### src/mfd_pkg.sv
// shared constants and types for the mjpeg frame delimiter
// used by every module of the block; depends on nothing
package mfd_pkg;

    localparam int LIMIT_W = 24;
    localparam int LEN_W   = 25;

    localparam logic [7:0] BYTE_FF  = 8'hFF;
    localparam logic [7:0] BYTE_SOI = 8'hD8;
    localparam logic [7:0] BYTE_EOI = 8'hD9;

    localparam logic [LIMIT_W-1:0] LIMIT_RESET = LIMIT_W'(1048576);
    localparam logic [LIMIT_W-1:0] LIMIT_MIN   = LIMIT_W'(2);
    localparam logic [LEN_W-1:0]   LEN_MAX     = {LEN_W{1'b1}};
    localparam logic [LEN_W-1:0]   LEN_SOI     = LEN_W'(2);

    // output queue holds up to this many result items
    localparam int QUEUE_DEPTH = 3;

    typedef struct packed {
        logic [7:0] frame_byte;
        logic       byte_valid;
        logic       frame_start;
        logic       frame_end;
        logic       frame_abort;
        logic       last_of_step;
    } t_result;

    // results produced by one input item, r0 first
    typedef struct packed {
        logic [1:0] cnt;
        t_result    r0;
        t_result    r1;
    } t_push;

endpackage

### src/mfd_in_reg.sv
// input register stage of the mjpeg frame delimiter
// holds one accepted byte until the core takes it; uses mfd_pkg
module mfd_in_reg (
    input  logic       i_clk,
    input  logic       i_rst_n,
    input  logic       i_valid,
    output logic       o_ready,
    input  logic [7:0] i_byte,
    input  logic       i_take,
    output logic       o_valid,
    output logic [7:0] o_byte
);
    import mfd_pkg::*;

    logic       r_valid, n_valid;
    logic [7:0] r_byte;
    logic       accept;

    // free when empty or when the core drains it this cycle
    assign o_ready = !r_valid || i_take;
    assign accept  = i_valid && o_ready;

    always_comb begin
        n_valid = r_valid;
        if (accept) begin
            n_valid = 1'b1;
        end else if (i_take) begin
            n_valid = 1'b0;
        end
    end

    always_ff @(posedge i_clk) begin
        if (!i_rst_n) begin
            r_valid <= 1'b0;
        end else begin
            r_valid <= n_valid;
        end
    end

    // payload, no reset
    always_ff @(posedge i_clk) begin
        if (accept) begin
            r_byte <= i_byte;
        end
    end

    assign o_valid = r_valid;
    assign o_byte  = r_byte;

endmodule

### src/mfd_core.sv
// marker detection and frame length tracking of the mjpeg frame delimiter
// holds the frame state and the size limit register; uses mfd_pkg
module mfd_core (
    input  logic                         i_clk,
    input  logic                         i_rst_n,
    input  logic                         i_cfg_wr_en,
    input  logic [mfd_pkg::LIMIT_W-1:0]  i_cfg_wr_data,
    input  logic                         i_valid,
    input  logic [7:0]                   i_byte,
    input  logic                         i_space_ok,
    output logic                         o_take,
    output mfd_pkg::t_push               o_push
);
    import mfd_pkg::*;

    logic               r_in_frame, n_in_frame;
    logic               r_prev_ff, n_prev_ff;
    logic [LEN_W-1:0]   r_len, n_len;
    logic [LIMIT_W-1:0] r_limit, n_limit;
    logic [LEN_W-1:0]   len_inc;
    logic               is_ff, is_soi, is_eoi, ends;
    t_push              push;

    // an item is taken only when the queue has room for two results
    assign o_take = i_valid && i_space_ok;

    assign is_ff   = (i_byte == BYTE_FF);
    assign is_soi  = (i_byte == BYTE_SOI);
    assign is_eoi  = (i_byte == BYTE_EOI);
    assign ends    = r_prev_ff && is_eoi;
    assign len_inc = (r_len != LEN_MAX) ? r_len + LEN_W'(1) : r_len;

    // limits below the minimum act as the minimum
    always_comb begin
        n_limit = r_limit;
        if (i_cfg_wr_en) begin
            n_limit = (i_cfg_wr_data < LIMIT_MIN) ? LIMIT_MIN : i_cfg_wr_data;
        end
    end

    // per-item state update and result build
    always_comb begin
        n_in_frame = r_in_frame;
        n_prev_ff  = r_prev_ff;
        n_len      = r_len;
        push       = '0;
        if (o_take) begin
            if (!r_in_frame) begin
                if (r_prev_ff && is_soi) begin
                    push.cnt             = 2'd2;
                    push.r0.frame_byte   = BYTE_FF;
                    push.r0.byte_valid   = 1'b1;
                    push.r0.frame_start  = 1'b1;
                    push.r1.frame_byte   = i_byte;
                    push.r1.byte_valid   = 1'b1;
                    push.r1.last_of_step = 1'b1;
                    n_in_frame           = 1'b1;
                    n_prev_ff            = 1'b0;
                    n_len                = LEN_SOI;
                end else begin
                    n_prev_ff = is_ff;
                end
            end else begin
                push.cnt             = 2'd1;
                push.r0.frame_byte   = i_byte;
                push.r0.byte_valid   = 1'b1;
                push.r0.frame_end    = ends;
                push.r0.last_of_step = 1'b1;
                n_len                = len_inc;
                if (ends) begin
                    n_in_frame = 1'b0;
                    n_prev_ff  = 1'b0;
                    n_len      = '0;
                end else begin
                    n_prev_ff = is_ff;
                    // overflow before the end marker: abort follows the byte
                    if (len_inc > {1'b0, r_limit}) begin
                        push.cnt             = 2'd2;
                        push.r0.last_of_step = 1'b0;
                        push.r1.frame_abort  = 1'b1;
                        push.r1.last_of_step = 1'b1;
                        n_in_frame           = 1'b0;
                        n_prev_ff            = 1'b0;
                        n_len                = '0;
                    end
                end
            end
        end
    end

    always_ff @(posedge i_clk) begin
        if (!i_rst_n) begin
            r_in_frame <= 1'b0;
            r_prev_ff  <= 1'b0;
            r_len      <= '0;
            r_limit    <= LIMIT_RESET;
        end else begin
            r_in_frame <= n_in_frame;
            r_prev_ff  <= n_prev_ff;
            r_len      <= n_len;
            r_limit    <= n_limit;
        end
    end

    assign o_push = push;

endmodule

### src/mfd_out_queue.sv
// result queue of the mjpeg frame delimiter, shift style, three entries
// head entry drives the master stream; uses mfd_pkg
module mfd_out_queue (
    input  logic           i_clk,
    input  logic           i_rst_n,
    input  mfd_pkg::t_push i_push,
    output logic           o_space_ok,
    output logic           o_tvalid,
    input  logic           i_tready,
    output logic [7:0]     o_tdata,
    output logic [3:0]     o_tuser,
    output logic           o_tlast
);
    import mfd_pkg::*;

    t_result    r_q [QUEUE_DEPTH];
    t_result    n_q [QUEUE_DEPTH];
    logic [1:0] r_count, n_count;
    logic [1:0] base;
    logic       pop;

    assign pop        = (r_count != 2'd0) && i_tready;
    assign base       = r_count - {1'b0, pop};
    // room for two results without counting on a pop
    assign o_space_ok = (r_count <= 2'd1);

    // shift on pop, then append new results behind the survivors
    always_comb begin
        n_q = r_q;
        if (pop) begin
            for (int i = 0; i < QUEUE_DEPTH - 1; i++) begin
                n_q[i] = r_q[i+1];
            end
        end
        for (int i = 0; i < QUEUE_DEPTH; i++) begin
            if ((i_push.cnt != 2'd0) && (base == 2'(i))) begin
                n_q[i] = i_push.r0;
            end
            if ((i_push.cnt == 2'd2) && (base + 2'd1 == 2'(i))) begin
                n_q[i] = i_push.r1;
            end
        end
        n_count = base + i_push.cnt;
    end

    always_ff @(posedge i_clk) begin
        if (!i_rst_n) begin
            r_count <= 2'd0;
        end else begin
            r_count <= n_count;
        end
    end

    always_ff @(posedge i_clk) begin
        for (int i = 0; i < QUEUE_DEPTH; i++) begin
            r_q[i] <= n_q[i];
        end
    end

    assign o_tvalid = (r_count != 2'd0);
    assign o_tdata  = r_q[0].frame_byte;
    assign o_tuser  = {r_q[0].last_of_step, r_q[0].frame_abort,
                       r_q[0].frame_start, r_q[0].byte_valid};
    assign o_tlast  = r_q[0].frame_end;

endmodule

### src/mjpeg_frame_delimiter_top.sv
// top level of the mjpeg frame delimiter
// instantiates mfd_in_reg, mfd_core and mfd_out_queue; uses mfd_pkg
//
// Usage:
//   Slave stream s_axis carries one raw byte of a Motion-JPEG stream per item.
//   Master stream m_axis carries frame bytes: tdata is the byte, tlast marks
//   the D9 of the end marker, tuser flags valid byte, frame start, abort and
//   last result of the input byte. A frame runs from FF D8 through FF D9; bytes
//   between frames are dropped. A frame that grows past the frame size limit
//   before its end marker gets an abort item (byte_valid low) and is dropped.
//   The user must write the limit through i_cfg_wr_en / i_cfg_wr_data
//   only while idle; the block does not enforce this.
// Throughput: one byte per cycle while m_axis_tready is high; a byte that yields
//   two results (start marker D8, or the overflowing byte with its abort)
//   holds up the input, since one result leaves m_axis per cycle and a byte is
//   only taken while the queue has two free entries.
// Reset: synchronous, active low; clears frame state, empties the queue and
//   sets the limit to 1048576 bytes.
// Stall: the output queue holds results while m_axis_tready is low; input
//   keeps being taken until the queue has fewer than two free entries.
module mjpeg_frame_delimiter_top (
    input  logic                        i_clk,
    input  logic                        i_rst_n,
    input  logic                        i_cfg_wr_en,
    input  logic [mfd_pkg::LIMIT_W-1:0] i_cfg_wr_data,   // frame size limit
    input  logic                        s_axis_tvalid,
    output logic                        s_axis_tready,
    input  logic [7:0]                  s_axis_tdata,    // [7:0] data_byte
    output logic                        m_axis_tvalid,
    input  logic                        m_axis_tready,
    output logic [7:0]                  m_axis_tdata,    // [7:0] frame_byte
    // [0] byte_valid, [1] frame_start, [2] frame_abort, [3] last_of_step
    output logic [3:0]                  m_axis_tuser,
    output logic                        m_axis_tlast     // frame_end
);
    import mfd_pkg::*;

    logic       in_valid;
    logic [7:0] in_byte;
    logic       take;
    logic       space_ok;
    t_push      push;

    // input register
    mfd_in_reg u_in_reg (
        .i_clk   (i_clk),
        .i_rst_n (i_rst_n),
        .i_valid (s_axis_tvalid),
        .o_ready (s_axis_tready),
        .i_byte  (s_axis_tdata),
        .i_take  (take),
        .o_valid (in_valid),
        .o_byte  (in_byte)
    );

    // marker and length logic
    mfd_core u_core (
        .i_clk         (i_clk),
        .i_rst_n       (i_rst_n),
        .i_cfg_wr_en   (i_cfg_wr_en),
        .i_cfg_wr_data (i_cfg_wr_data),
        .i_valid       (in_valid),
        .i_byte        (in_byte),
        .i_space_ok    (space_ok),
        .o_take        (take),
        .o_push        (push)
    );

    // result queue
    mfd_out_queue u_out_queue (
        .i_clk      (i_clk),
        .i_rst_n    (i_rst_n),
        .i_push     (push),
        .o_space_ok (space_ok),
        .o_tvalid   (m_axis_tvalid),
        .i_tready   (m_axis_tready),
        .o_tdata    (m_axis_tdata),
        .o_tuser    (m_axis_tuser),
        .o_tlast    (m_axis_tlast)
    );

endmodule

### config.mk
export PLATFORM = sky130hd
export DESIGN_NAME = mjpeg_frame_delimiter_top
export DESIGN_NICKNAME = d
export VERILOG_FILES = /design/src/mfd_pkg.sv /design/src/mfd_in_reg.sv /design/src/mfd_core.sv /design/src/mfd_out_queue.sv /design/src/mjpeg_frame_delimiter_top.sv
export SDC_FILE = /design/constraint.sdc
export NUM_CORES = 1
export LEC_CHECK = 0
export ABC_AREA = 1
export BUFFER_PORTS_ARGS = -buffer_cell sky130_fd_sc_hd__buf_2
export CORE_MARGIN = 4
export CORE_UTILIZATION = 50
export CTS_BUF_LIST = sky130_fd_sc_hd__clkbuf_16
export DETAILED_ROUTE_END_ITERATION = 7
export GPL_ROUTABILITY_DRIVEN = 0
export PLACE_DENSITY = 0.83
export SLEW_MARGIN = 25
export SYNTH_ARGS = -nofsm -noshare
export SYNTH_HDL_FRONTEND = slang
export SYNTH_SLANG_ARGS = --single-unit
### constraint.sdc
create_clock -name i_clk -period 3.5 [get_ports i_clk]
set_input_delay 0.7 -clock i_clk [delete_from_list [all_inputs] [get_ports i_clk]]
set_output_delay 0.7 -clock i_clk [all_outputs]
set_load 0.01 [all_outputs]
==> flow_summary.yaml <==
status:
  status: "finished clean"
run:
  maxCapViolCount: 0
placement:
  io_buffer_count: 51
  postPlaceCellArea_mm2: 0.00616
  dp.final_hpwl_mm: 9.62
yosys:
  async_flop_share_pct: 0
  synth.yosys.seq_area_share_pct: 42.2
  synth-seq-cells: 101
  ys_types: 42
  syn_avg_cell_area_um2: 8.08
  syn_nets: 777
  ys_top_cells_by_area: "edfxtp_1 (21%), dfxtp_1 (21%), nand2_1 (9.7%)"
  netlist_instances: 713
  synth_top_area_share_pct: 21.4
  synth_edf_count: 41
  ys.flop_type: "dfxtp_1"
  syn_area_mm2: 0.00576
  ys_warn_count: 0
  yosys.area.top_type: "edfxtp_1"
clocking:
  cts-root-buf: "clkbuf_16"
  htreeDepth: 3
  clkTransAtPathRegs_ns: 0.08
  cts_made_buffers: 9
  cts.sinks: 101
  clockBufferDepth: 2
  hold_buffers: 0
  insertion_delay_ns: 0.35
  cts_tree: "done"
global_route:
  antenna_found_initial: 0
  grt_use_total_pct: 20.4
  grt_pass1_vias: 4571
  grt_max_degree: 49
  grt_overflow: 0
  grt_first_pass_wirelength_mm: 21.7
critical_path:
  cp_top_family: "simple AND/OR/NAND/NOR gates"
  path_buf_inv: 2
  cp_max_fo: 4
  path_common_cell: "nand2_1"
  reg2reg_depth: 26
  worst_path_max_delay_cell: "dfxtp_2"
  endpoint_kind: "flop"
  cp_slowest_stage_delay_ns: 0.38
  path_depth: 26
  critical_path_required_ns: 3.75
  crit_type: "flop to flop"
  reg2reg_slack_ns: 0.04
  worst_ep_arrival_time_ns: 3.70
  start_kind: "flop"
route:
  wirelength_met1_mm: 5.87
  vias_per_cell: 5.57
  drt_iter0_markers: 468
  routed_wl_mm: 13.7
  vias: 5048
  drc: 0
  wl_met3_mm: 1.03
  routed.top_layer: "met4"
  drtAntennaViolNets: 0
  post_drt_wl_per_cell_um: 15.1
  first_pass_iters: 5
  met2_length_mm: 6.47
hold_path:
  whs_path_depth: 2
  hold_path_class: "flop to flop"
floorplanning:
  fp.dieH_um: 115
  die_w_um: 115
  initial_utilization_pct: 52.0
  io_pins: 52
  rows: 38
  coreArea_mm2: 0.0111
  die_area_mm2: 0.0133
sta:
  hold-worst-slack_ns: 0.476
  max_freq_mhz: 289
  finalCritPeriodShare_pct: 98.8
  worstMarginPinSlew_ns: 0.833
  slew_headroom_pct: 44.0
  drv_slew: 0
  hold_viol: 0
  fin_crit_ns: 3.46
  setup_viol: 0
  clock_skew_ns: 0.00894
cells_and_area:
  diodes: 0
  nets: 826
  drive_above_1_share_pct: 27.4
  area_delta_synth_final_pct: 16.1
  design_area_mm2: 0.00669
pwr:
  leakagePower_nw: 2.87
  power-per-cell-area_mw_per_mm2: 391
  vdd_drop_max_mv: 0.204
==> cell type report <==
cell class	count	area [µm²]
multi-input combinational	498	2980
tap	140	175
fill	875	4390
inverter	77	292
clock inverter	7	65.1
sequential	101	2440
timing repair buffer	75	502
clock buffer	9	225
==> placed cells by master (no fill, tap or decap), types with 4 or more instances in the layout <==
cell       netlist  layout
dfxtp_1         60      50
ha_1            27      26
buf_2            4      51
o21ai_1          8       9
a21oi_1         50      49
nand4_1         16      16
clkbuf_16        0       9
nand3_1         25      23
a21oi_2         20      21
nor2_4           2       6
inv_1           66      66
nand2_1        149     144
inv_2           11      10
dfxtp_2          0      10
buf_12           0       5
o211ai_2         4       4
xor2_1          12      12
nor3_1          14      10
o21ai_0         33      32
nand3_2          3       4
or2_2            7       7
edfxtp_1        41      41
nor4_1           9       7
nand2_4          1       5
xnor2_1          9       7
buf_4           13      18
nand2_2         30      31
nor2_1          56      48
nor2_2           2       6
==> synth_stat cells (3+ instances only) <==
master / number
nand4_1: 16
buf_2: 4
xor2_1: 12
a21oi_2: 20
nand3_1: 25
o211ai_1: 3
nor4_1: 9
inv_1: 66
a21oi_1: 50
nor2_1: 56
nand2_2: 30
o211ai_2: 4
o21ai_1: 8
xnor2_1: 9
inv_2: 11
ha_1: 27
nand2_1: 149
dfxtp_1: 60
buf_4: 13
nor3_1: 14
clkbuf_1: 16
a31oi_1: 3
a22oi_1: 3
nand3_2: 3
or2_2: 7
edfxtp_1: 41
o21ai_0: 33
==> tightest hold or removal path, cell delays in order, from the launching register on <==
cell and delay [ns]:
dfxtp_1 0.30, inv_1 0.06, o21ai_0 0.07
==> cells by family after synthesis <==
| logic type | Yosys count | share of synthesized area (%) |
|---|---|---|
| adder cells (fa/ha/maj) | 27 | 5.87 |
| multiplexers | 1 | 0.174 |
| AND/OR/NAND/NOR | 323 | 26.3 |
| AO/OA/AOI/OAI | 126 | 13.2 |
| XOR/XNOR | 21 | 3.19 |
| buffers and inverters | 114 | 9.02 |
| flip-flops | 101 | 42.2 |
==> registers in the layout (all words and copies together) (netlist names) <==
name                 cells
u_out_queue.o_tuser      4
u_out_queue.o_tlast      1
u_core.r_in_frame        1
u_core.r_limit          24
u_out_queue.o_tdata      8
u_out_queue.r_count      2
u_core.r_prev_ff         1
u_in_reg.o_valid         1
u_in_reg.o_byte          8
u_core.r_len            25
u_out_queue.r_q         26
==> final timing paths <==
kind / start / endpoint
hold / removal: u_core.r_limit[20] / u_core.r_limit[20]
hold reg to reg: u_core.r_limit[20] / u_core.r_limit[20]
setup reg to reg: u_core.r_len[12] / u_out_queue.r_count[1]
setup / recovery: u_core.r_len[12] / u_out_queue.r_count[1]
==> metal layers <==
metal | up-vias | track usage (%)
met5 | - | 0
met1 | 2318 | 27.4
met4 | 0 | 5.09
met3 | 45 | 4.42
li1 | 2465 | -
met2 | 220 | 33.5
==> where the power goes <==
group	switching [W]	internal (W)	total (W)
Sequential	0.0000285	0.00130	0.00133
Clock	0.000477	0.000499	0.000977
Combinational	0.000192	0.000120	0.000312
Total	0.000698	0.00192	0.00262
==> metrics by stage <==
stage / setup TNS [ns] / util [%] / worst slack, ns / std cells / total power [W]
final: 0 / 60.4 / 0.0420 / 907 / 0.00262
after global routing: -8.40 / 60.4 / -0.219 / 907 / 0.00272
after CTS: 0 / 58.4 / 0.00193 / 903 / 0.00261
after detailed placement: -0.484 / 55.6 / -0.0428 / 887 / 0.00165
after global placement: 0 / 55.6 / 0.0705 / 887 / 0.00164
after floorplan: 0 / - / 0.0449 / 713 / 0.00155
==> what timing repair did <==
item | in CTS | in global routing
buffers inserted | 0 | 4
pin swaps | 0 | 8
endpoints found under the setup margin | 15 | 77
resized for setup | 4 | 47
cloned | 0 | 0
No activity file was read; power rests on OpenSTA's default activity.
